**src/rtl/core/rip_pkg.sv**
```systemverilog
// Package for the resource identifier pool: request and status codes,
// field widths, controller states and the controller/datapath structs.
// No dependencies.
`default_nettype none

package rip_pkg;

  localparam int ID_W    = 32;
  localparam int COUNT_W = 9;

  localparam logic [1:0] REQ_CLEAR   = 2'd0;
  localparam logic [1:0] REQ_ADD     = 2'd1;
  localparam logic [1:0] REQ_ACQUIRE = 2'd2;
  localparam logic [1:0] REQ_RELEASE = 2'd3;

  localparam logic [1:0] ST_OK        = 2'd0;
  localparam logic [1:0] ST_FULL      = 2'd1;
  localparam logic [1:0] ST_NONE_FREE = 2'd2;
  localparam logic [1:0] ST_NOT_FOUND = 2'd3;

  // Identifier reported when no identifier is returned (minus one).
  localparam logic signed [ID_W-1:0] ID_NONE = '1;

  typedef enum logic [1:0] {
    CTL_IDLE,
    CTL_SCAN,
    CTL_EMIT
  } ctl_state_t;

  // Commands from the controller to the datapath.
  typedef struct packed {
    logic accept;  // request word taken this cycle
    logic scan;    // scan in progress
    logic emit;    // load the result into the output register
  } ctl_cmd_t;

  // Status from the datapath to the controller.
  typedef struct packed {
    logic hit;        // scanned entry matches this cycle
    logic exhausted;  // no match within the filled entries
  } dp_stat_t;

endpackage

`default_nettype wire

```
**src/rtl/core/rip_ctrl.sv**
```systemverilog
// Controller of the resource identifier pool: request acceptance, scan
// sequencing and output register handshake. Depends on rip_pkg.
`default_nettype none

module rip_ctrl import rip_pkg::*; (
  input  wire logic       clk,
  input  wire logic       rst,
  input  wire logic       in_valid,
  input  wire logic [1:0] in_kind,
  output logic            in_ready,
  input  wire logic       out_ready,
  output logic            out_valid,
  input  wire dp_stat_t   stat,
  output ctl_cmd_t        cmd
);

  ctl_state_t state, state_next;

  always_ff @(posedge clk) begin
    if (rst) begin
      state <= CTL_IDLE;
    end else begin
      state <= state_next;
    end
  end

  always_comb begin
    state_next = state;
    cmd        = '0;
    in_ready   = 1'b0;
    case (state)
      CTL_IDLE: begin
        in_ready = 1'b1;
        if (in_valid) begin
          cmd.accept = 1'b1;
          if (in_kind inside {REQ_ACQUIRE, REQ_RELEASE}) begin
            state_next = CTL_SCAN;
          end else begin
            state_next = CTL_EMIT;
          end
        end
      end
      CTL_SCAN: begin
        cmd.scan = 1'b1;
        if (stat.hit || stat.exhausted) begin
          state_next = CTL_EMIT;
        end
      end
      CTL_EMIT: begin
        if (!out_valid || out_ready) begin
          cmd.emit   = 1'b1;
          state_next = CTL_IDLE;
        end
      end
      default: begin
        state_next = CTL_IDLE;
      end
    endcase
  end

  always_ff @(posedge clk) begin
    if (rst) begin
      out_valid <= 1'b0;
    end else if (cmd.emit) begin
      out_valid <= 1'b1;
    end else if (out_ready) begin
      out_valid <= 1'b0;
    end
  end

  // A new result never overwrites one that is still waiting.
  a_emit_free: assert property (@(posedge clk) disable iff (rst)
    cmd.emit |-> (!out_valid || out_ready))
    else $error("result loaded over a waiting result");

  // A scanning request always leads to the scan state.
  a_scan_entry: assert property (@(posedge clk) disable iff (rst)
    (cmd.accept && (in_kind == REQ_ACQUIRE || in_kind == REQ_RELEASE))
      |=> (state == CTL_SCAN))
    else $error("acquire or release did not start a scan");

  // The scan cannot both match and run out in one cycle.
  a_hit_excl: assert property (@(posedge clk) disable iff (rst)
    cmd.scan |-> !(stat.hit && stat.exhausted))
    else $error("scan hit and exhausted together");

endmodule

`default_nettype wire

```
**config.mk**
```make
export PLATFORM = sky130hd
export DESIGN_NAME = rip_ctrl
export DESIGN_NICKNAME = d
export VERILOG_FILES = /design/src/rtl/core/rip_pkg.sv /design/src/rtl/core/rip_ctrl.sv
export SDC_FILE = /design/constraint.sdc
export NUM_CORES = 1
export LEC_CHECK = 0
export ABC_AREA = 1
export BUFFER_PORTS_ARGS = -buffer_cell sky130_fd_sc_hd__buf_2
export CAP_MARGIN = 20
export CORE_AREA = 2 2 39 41
export CTS_CLUSTER_SIZE = 24
export DETAILED_ROUTE_END_ITERATION = 16
export DIE_AREA = 0 0 41 43
export PLACE_DENSITY = 0.4
export SETUP_SLACK_MARGIN = 0.2
export SYNTH_ARGS = -nofsm -noshare
export SYNTH_HDL_FRONTEND = slang
export SYNTH_SLANG_ARGS = --single-unit
```
**constraint.sdc**
```tcl
create_clock -name clk -period 1.1 [get_ports clk]
set_input_delay 0.22 -clock clk [delete_from_list [all_inputs] [get_ports clk]]
set_output_delay 0.22 -clock clk [all_outputs]
set_load 0.05 [all_outputs]
```
# Word-level counts from Yosys, hierarchy flattened
# Index checks and enable logic that the tools add are counted.
# totals
regBits,3
inputBits,8
output_inout_bits,5
wordCells,29
# classes
n_eq_ne,7
muxes,13
reduce_logical,7
# ops
cell,count
2-to-1 mux 1 bit,8
2-to-1 mux 2 bit,4
== test 2 bit (second input constant),3
!= test 2 bit (second input constant),3
one-hot mux 2 bit (3 select lines),1
nonzero test 2 bit,2
AND reduction 3 bit,1
== test 2 x 1 -> 1 bit (second input constant),1
logical NOT 2 bit,1
logical OR 1 bit,2
logical NOT 1 bit,1

# Longest topological paths before layout
# Gate-level depths: netlist (run 1).
# logic_depth
depth_word,5
ltp_mapped,6
mapped_depth_nobuf,6

# Worst setup path after synthesis (run 1)
# No wires, ideal clock.
# synth_path
path_kind,register -> output
start,reg state[1]
end,out cmd[2] (netlist name)
t_arrival_ps,1696
required_time_ps,880
slack_ps,-816
stages_incl_launch_ff,4
path_buffers,0
path_cell_list,dfxtp_1 > nor2_2 > inv_2 > nor2_1
# synth_lines
element,line,source
"start, declared",rip_ctrl.sv:17,"ctl_state_t state, state_next;"
"start signal, assigned",rip_ctrl.sv:23,state <= state_next;
"end, declared",rip_ctrl.sv:14,output ctl_cmd_t cmd

==> out/results.ini, run 1 <==
[status]
status = finished, violations left
violations = setup timing

[placed_design]
portBuffers = 11
dpl_cell_area_um2 = 360
routabilityCongestion = 0.693
dp_cells = 60
dp_hpwl_um = 401

[floorplanning]
die_h_um = 43
core_area_mm2 = 0.00138
row_count = 14
die_area_mm2 = 0.00176
start_util = 0.156
die_width_um = 41
io_pins = 13

[finish]
fin_area_um2 = 448
final_cell_mix = buf_2, nor2_4, buf_4
layout_commonest_cell = buf_2
area_delta_synth_final_pct = 108
fillers = 156
nNetsFinal = 58
drive_above_1_share = 0.816
antenna_cells = 0
finalNonFillerCells = 65

[detailed_routing]
drc_errors = 0
drt_iter0_drc = 3
first_pass_iters = 2
vias_per_cell = 3.77
num_vias = 245
wl_per_cell_um = 7.26
ant_nets = 0
totalWireLength_um = 472

[sta]
hold_viol = 0
period_share = 1.11
setup_ws_ps = -126
slew_headroom = 0.895
slew_violations = 0
setup_viol_count_final = 4
tns_ps = -386
rsz0062_at_grt = yes
fmax_mhz = 816
skew_ps = 0.806
worst_pin_slew_ps = 157
min_period_ps = 1230

[synth]
synth-compound-area-share = 0.110
yosysSeqAreaShare = 0.279
synthSimpleGateAreaFrac = 0.506
ys_types = 14
synth_adder_area_share = 0
muxShareOfSynthArea = 0
syn_avg_cell_area_um2 = 7.42
synth_top_area_cell = dfxtp_1
synth_top_area_share = 0.279
synthTopCellsByArea = dfxtp_1, nor2_2, nor2_8
synth_fp_nets = 37
synth_xor_area_frac = 0
synth_top_family_by_area = simple AND/OR/NAND/NOR gates
syn-cell-area_um2 = 215
syn_inst = 29
ys_ff_latch = 3
yosys_warnings = 0

[clock_tree]
clk_pin_slew_worst_paths_ps = 30
clk_latency_ps = 220
cts_inserted_buffers = 3
cts_tree = done
holdBufCountCts = 0
cts_num_sinks = 3
htree_num_levels = 1
clockRootBuffer = clkbuf_4
clk_path_buf_depth = 2

[global_routing]
grt_pass1_vias = 235
grt_pass1_wl_um = 862
grt_max_degree = 5
track_usage = 0.0714
antenna_found_initial = 0
grt_overflow_total = 0

[power_and_ir_drop]
power_density_mw_per_mm2 = 1680
p_leak_nw = 0.211
peakVddDrop_v = 0.000653

[worst_setup_path]
critical_path_class = reg2out
critPathLaunchType = flip-flop
cp.required_ps = 880
ff2ff_setup_slack_ps = 90
critPathArrivalTime_ps = 1010
path_max_fanout = 3
crit_path_start = state[1]
worstReg2RegStart = state[1]
end_kind = output port

[hold_path]
hp-class = in2reg
hp-start = rst

[flow_run]
drv_cap = 0

-- through the flow --
stage	worst slack (ps)	hold WS (ps)	utilization	total power, W
after global placement	-13.4	500	0.260	0.000501
final	-126	273	0.324	0.000755
after CTS	-128	271	0.317	0.000754
after detailed placement	-5.41	505	0.260	0.000500
after global routing	-173	282	0.324	0.000803
after floorplan	-225	375	-	0.000407
-- synth_stat cells --
cell type,n
nand3b_1,1
nor2_8,1
a21oi_2,1
nand3_2,1
inv_2,3
nand2_1,3
dfxtp_1,3
o21ba_1,1
nand2_2,2
a21oi_1,1
nor2_2,5
nor3_1,1
inv_1,3
nor2_1,3
-- registers in the layout, summed over array words and instances, names as in the netlist --
name / cells
out_valid: 1
state: 2
-- layer usage --
layer / global-route usage / vias to the layer above / share of wire
met2: 0.109 / 7 / 0.57
li1: - / 129 / -
met4: 0.0400 / 0 / 0
met3: 0.0157 / 0 / 0.064
met1: 0.0871 / 109 / 0.37
met5: 0 / - / 0
-- path summary, 6_finish.rpt --
path / to / depth (start not counted)
worst min-delay path: state[1] / 4
worst max register to register: state[0] / 7
worst min register to register: state[1] / 2
worst max-delay path: cmd[0] / 3
-- area by class of cell --
| type | count | area [um2] | share of cell area |
|---|---|---|---|
| multi-input combinational | 20 | 178 | 0.397 |
| inverter | 6 | 25.0 | 0.0559 |
| clock buffer | 4 | 26.3 | 0.0587 |
| tap | 16 | 20.0 | 0.0447 |
| sequential | 3 | 71.3 | 0.159 |
| timing repair buffer | 16 | 128 | 0.285 |
-- repair_timing --
action | CTS | global route
pin swaps | 5 | 1
setup endpoints to repair | 7 | 7
buffers inserted | 1 | 0
gates resized for setup | 14 | 2
-- report_power, final --
part           switching (W)  leakage, nW  internal (W)
registers          0.0000229       0.0267      0.000130
clock network      0.0000476       0.0150      0.000135
logic               0.000240        0.169      0.000180
-- worst max-delay path, cell delays in order (launching register included) --
cell and delay [ps]:
dfxtp_4 360, inv_2 70, nor3_4 180, buf_6 170
-- cell families (layout without fill, tap and decap cells) --
group	Yosys count	after routing
compound gates	3	3
buf+inv	6	26
flops	3	3
simple gates	17	17
Power figures use the tool's default switching activity.
==> run 2, diff against run 1 <==
--- a/config.mk
+++ b/config.mk
@@ -12,7 +12,8 @@
 export CTS_CLUSTER_SIZE = 24
 export DETAILED_ROUTE_END_ITERATION = 16
 export DIE_AREA = 0 0 41 43
-export PLACE_DENSITY = 0.4
+export GPL_ROUTABILITY_DRIVEN = 0
+export PLACE_DENSITY = 0.41
 export SETUP_SLACK_MARGIN = 0.2
 export SYNTH_ARGS = -nofsm -noshare
 export SYNTH_HDL_FRONTEND = slang
==> out/results.ini, run 2 (same netlist as run 1, synthesis figures left out) <==
[power_and_ir_drop]
seqPwrFrac = 0.189  ; -0.013
switching_share = 0.413  ; +0.00229
power_frac_clock = 0.248  ; +0.006
p_sw_w = 0.000329  ; +6.0%
power_density_mw_per_mm2 = 1690  ; +0.40%
comb_power_share = 0.563  ; +0.007
p_leak_nw = 0.226  ; +7.2%
p_int_w = 0.000467  ; +5.0%
power_w = 0.000796  ; +5.5%
peakVddDrop_v = 0.000514  ; -21%

[sta]
fmax_mhz = 805  ; -1.3%
hold_viol = 0  ; unchanged
skew_ps = 0.612  ; -0.193 ps
period_share = 1.13  ; +0.0152
slew_headroom = 0.862  ; -0.0329
worst_pin_slew_ps = 207  ; +49.4 ps
slew_violations = 0  ; unchanged
setup_ws_ps = -143  ; -16.7 ps
rsz0062_at_grt = yes
min_period_ps = 1240  ; +16.7 ps
setup_viol_count_final = 4  ; unchanged

[worst_setup_path]
worstPathCellList = nor2_4 -> inv_4 -> nor2_4 -> buf_6
end_kind = output port
path_max_fanout = 3  ; unchanged
critical_path_class = reg2out
cp.required_ps = 880  ; about the same
crit_path_frequent_cell = nor2_4
critPathArrivalTime_ps = 1020  ; about the same
crit_path_max_incr_delay_ps = 350  ; about the same
cpMaxStageDelayCell = dfxtp_4
critPathLaunchType = flip-flop

[detailed_routing]
dr_wl_met3_um = 27  ; -10%
maxUsedRoutingLayer = met4
first_pass_iters = 4  ; +2
wl_met1_um = 197  ; +14%
drc_errors = 0  ; unchanged
drt_iter0_drc = 1  ; -2
vias_per_cell = 3.78  ; +0.18%
totalWireLength_um = 534  ; +13%
wl_met2_um = 287  ; +7.1%
wl_per_cell_um = 7.97  ; +9.8%
num_vias = 253  ; +3.3%
ant_nets = 0  ; unchanged

[status]
violations = setup timing
status = finished, violations left

[global_routing]
grt_max_degree = 4  ; -1
grt_pass1_wl_um = 1060  ; +22%
antenna_found_initial = 0  ; unchanged
track_usage = 0.0961  ; +0.0247
grt_pass1_vias = 254  ; +8.1%
grt_overflow_total = 0  ; unchanged

[clock_tree]
cts_num_sinks = 3  ; unchanged
clk_latency_ps = 240  ; +20 ps
clockRootBuffer = clkbuf_4
clk_pin_slew_worst_paths_ps = 40  ; about the same
cts_inserted_buffers = 3  ; unchanged
clk_path_buf_depth = 2  ; unchanged
cts_tree = done
htree_num_levels = 1  ; unchanged

[floorplanning]
core_area_mm2 = 0.00138  ; unchanged
io_pins = 13  ; unchanged
start_util = 0.156  ; unchanged
row_count = 14  ; unchanged
die_area_mm2 = 0.00176  ; unchanged
die_width_um = 41  ; unchanged
die_h_um = 43  ; unchanged

[placed_design]
dp_hpwl_um = 413  ; +2.9%
dp_cells = 61  ; +1.7%
portBuffers = 11  ; unchanged
dpl_cell_area_um2 = 380  ; +5.6%

[finish]
fin_area_um2 = 470  ; +5.0%
nNetsFinal = 60  ; +3.4%
drive_above_1_share = 0.804  ; -0.0124
fillers = 155  ; -0.64%
top_register = state
area_delta_synth_final_pct = 119
antenna_cells = 0  ; unchanged
final_cell_mix = buf_2, buf_4, nor2_4
finalNonFillerCells = 67  ; +3.1%
largest_register_ffs = 2  ; unchanged
top_regs = state: 2 flops, out_valid: 1 flops

[flow_run]
drv_cap = 0  ; unchanged

[hold_path]
hp-class = in2reg

-- run 2: cell types whose count changed in the layout (fill, tap and decap cells not counted), sizes merged --
| cell | previous run | this run |
|---|---|---|
| buf | 16 | 18 |
-- run 2: worst paths after layout --
check / start / endpoint / slack, ps / depth (start not counted)
max: state[1] / cmd[2] / -140 / 4
min: rst / out_valid / 260 / 2
max reg2reg: state[1] / state[0] / 80 / 7
min reg2reg: state[1] / state[1] / 570 / 2
-- run 2: power groups by stage --
stage          sequential (W)  combinational (W)  clock [W]
3_3_place_gp         0.000150           0.000374          0
2_1_floorplan        0.000170           0.000237          0
6_report             0.000150           0.000448   0.000197
3_5_place_dp         0.000150           0.000373          0
5_1_grt              0.000153           0.000480   0.000218
4_1_cts              0.000151           0.000434   0.000205
-- run 2: what timing repair did --
| action | CTS | global route |
|---|---|---|
| buffers inserted | 1 | 1 |
| hold buffers | 0 | 0 |
| pin swaps | 5 | 0 |
| setup endpoints to repair | 7 | 7 |
| gates resized for setup | 12 | 3 |
-- run 2: layer usage --
layer / track usage / vias to the layer above
met4: 0.100 / 0
li1: - / 132
met1: 0.0987 / 111
met2: 0.128 / 8
met3: 0.0471 / 2
met5: 0 / -
-- run 2: worst max-delay path: cells and delay by family, from the launching register on --
| family | cells | cell delay (ps) |
|---|---|---|
| buffers and inverters | 2 | 210 |
| flip-flops | 1 | 350 |
| AND/OR/NAND/NOR | 2 | 220 |
-- run 2: layout make-up --
cell class / count / area [um2] / share of cell area
multi-input cells: 20 / 169 / 0.359
repair buffers: 18 / 159 / 0.338
flip-flops and latches: 3 / 71.3 / 0.152
clock buffers: 4 / 26.3 / 0.0559
inverters: 6 / 25.0 / 0.0532
well taps: 16 / 20.0 / 0.0426
-- run 2: through the flow --
step,setup TNS [ps],worst slack [ps],utilization,hold slack [ps]
2_1_floorplan,-315,-225,-,375
3_3_place_gp,0,2.18,0.275,497
3_5_place_dp,0,0.980,0.275,503
4_1_cts,-526,-153,0.326,255
5_1_grt,-688,-206,0.340,258
6_report,-481,-143,0.340,256
==> run 3, diff against run 2 <==
--- a/config.mk
+++ b/config.mk
@@ -15,6 +15,7 @@
 export GPL_ROUTABILITY_DRIVEN = 0
 export PLACE_DENSITY = 0.41
 export SETUP_SLACK_MARGIN = 0.2
+export SLEW_MARGIN = 20
 export SYNTH_ARGS = -nofsm -noshare
 export SYNTH_HDL_FRONTEND = slang
 export SYNTH_SLANG_ARGS = --single-unit
==> constraint.sdc (replaced) <==
create_clock -name clk -period 1.2 [get_ports clk]
set_input_delay 0.24 -clock clk [delete_from_list [all_inputs] [get_ports clk]]
set_output_delay 0.24 -clock clk [all_outputs]
set_load 0.05 [all_outputs]
==> out/results.ini, run 3 (same netlist as run 1, synthesis figures left out) <==
[hold_path]
hold_depth = 2  ; unchanged
hp-class = in2reg
holdPathEnd = out_valid
hp-start = rst

[worst_setup_path]
path_max_fanout = 4  ; +1
critPathArrivalTime_ps = 1030  ; about the same
critical_path_class = reg2out
cp.required_ps = 960  ; +80 ps
critPathLaunchType = flip-flop
timing.rr.end = state[0]
reg2regPathDepth = 6  ; -1
end_kind = output port
worstPathCellList = nor2_4 -> inv_4 -> nor2_4 -> buf_6
cpMaxStageDelayCell = dfxtp_4
worstReg2RegStart = state[0]
crit_path_max_incr_delay_ps = 360  ; about the same
crit_path_frequent_cell = nor2_4
ff2ff_setup_slack_ps = 230  ; +150 ps

[detailed_routing]
drt_iter0_drc = 3  ; +2
first_pass_iters = 2  ; -2
wl_per_cell_um = 7.25  ; -9.1%
num_vias = 233  ; -7.9%
totalWireLength_um = 471  ; -12%
vias_per_cell = 3.58  ; -5.1%
ant_nets = 0  ; unchanged
drc_errors = 0  ; unchanged

[finish]
fillers = 158  ; +1.9%
nNetsFinal = 58  ; -3.3%
fin_util = 0.316  ; -0.0244
top_register = state
area_delta_synth_final_pct = 103
antenna_cells = 0  ; unchanged
layout_commonest_cell = buf_2
largest_register_ffs = 2  ; unchanged
drive_above_1_share = 0.796  ; -0.00800
regArea_um2 = 68.8  ; -3.5%
final_cell_mix = buf_2, buf_4, nor2_4, buf_6
multi_input_area_um2 = 169  ; unchanged
top_regs = state: 2 flops, out_valid: 1 flops

[sta]
worst_pin_slew_ps = 161  ; -45.7 ps
setup_viol_count_final = 3  ; -1
hold_viol = 0  ; unchanged
min_period_ps = 1270
setup_ws_ps = -65.9  ; +76.7 ps
rsz0062_at_grt = yes
whs_ps = 290  ; +34.2 ps
skew_ps = 3.90  ; +3.29 ps
fmax_mhz = 790
period_share = 1.05
slew_violations = 0  ; unchanged
slew_headroom = 0.892  ; +0.0304

[clock_tree]
clk_path_buf_depth = 2  ; unchanged
clockRootBuffer = clkbuf_4
cts_num_sinks = 3  ; unchanged
cts_tree = done
clk_pin_slew_worst_paths_ps = 40  ; about the same
clk_latency_ps = 230  ; about the same
cts_inserted_buffers = 3  ; unchanged
holdBufCountCts = 0  ; unchanged
htree_num_levels = 1  ; unchanged

[power_and_ir_drop]
power_density_mw_per_mm2 = 1590  ; -6.2%
peakVddDrop_v = 0.000626  ; +22%
power_w = 0.000693  ; -13%
p_leak_nw = 0.210  ; -7.1%

[global_routing]
antenna_found_initial = 0  ; unchanged
grt_overflow_total = 0  ; unchanged
grt_pass1_wl_um = 848  ; -20%
grt_max_degree = 5  ; +1
grt_pass1_vias = 244  ; -3.9%
track_usage = 0.0722  ; -0.0239

[floorplanning]
die_width_um = 41  ; unchanged
die_h_um = 43  ; unchanged
core_area_mm2 = 0.00138  ; unchanged
die_area_mm2 = 0.00176  ; unchanged
start_util = 0.156  ; unchanged
io_pins = 13  ; unchanged
row_count = 14  ; unchanged

[placed_design]
place_ws_ps = 29.4  ; +28.4 ps
portBuffers = 11  ; unchanged
dp_hpwl_um = 397  ; -3.8%

[flow_run]
drv_cap = 0  ; unchanged

[status]
violations = setup timing
status = finished, violations left

[run 3: power breakdown]
| group | internal, W | switching [W] |
|---|---|---|
| combinational | 0.000165 | 0.000217 |
| clock | 0.000124 | 0.0000470 |
| sequential | 0.000118 | 0.0000214 |
[run 3: critical path: cells and delay by family, from the launching register on]
family / cells / cell delay, ps
AND/OR/NAND/NOR: 2 / 220
flip-flops: 1 / 360
buffers and inverters: 2 / 210
[run 3: cell type report]
| cell class | count | area share |
|---|---|---|
| multi-input cells | 20 | 0.387 |
| repair buffers | 16 | 0.292 |
| inverters | 6 | 0.0573 |
| well taps | 16 | 0.0458 |
| clock buffers | 4 | 0.0602 |
| flip-flops and latches | 3 | 0.158 |
[run 3: layer usage]
layer  share of wire  routed length [um]  global-route usage  vias to the layer above
li1                -                   -                   -                      128
met1            0.45                 212              0.0929                      100
met2            0.51                 238              0.0969                        5
met3           0.040                  19              0.0157                        0
met4               0                   0              0.0600                        0
met5               0                   0                   0                        -
[run 3: stage by stage]
stage	setup TNS, ps	instance area [um2]	instances
floorplan	-284	249	29
global placement	0	339	58
detailed placement	0	339	58
CTS	-190	398	62
global route	-372	437	65
finish	-168	437	65
[run 3: worst max path at each step]
stage / startpoint / cells past startpoint / slack, ps / endpoint
after global placement: state[0] / 4 / 40 / cmd[2]
after floorplan: state[0] / 3 / -150 / cmd[2]
after detailed placement: state[0] / 4 / 30 / cmd[2]
after global routing: state[0] / 4 / -120 / cmd[2]
after CTS: state[0] / 4 / -90 / cmd[2]
final: state[0] / 4 / -70 / cmd[2]
[run 3: what timing repair did]
| action | CTS | global route |
|---|---|---|
| buffers inserted | 0 | 3 |
| pin swaps | 3 | 0 |
| cloned | 0 | 0 |
| gates resized for setup | 11 | 4 |
| setup endpoints to repair | 5 | 7 |
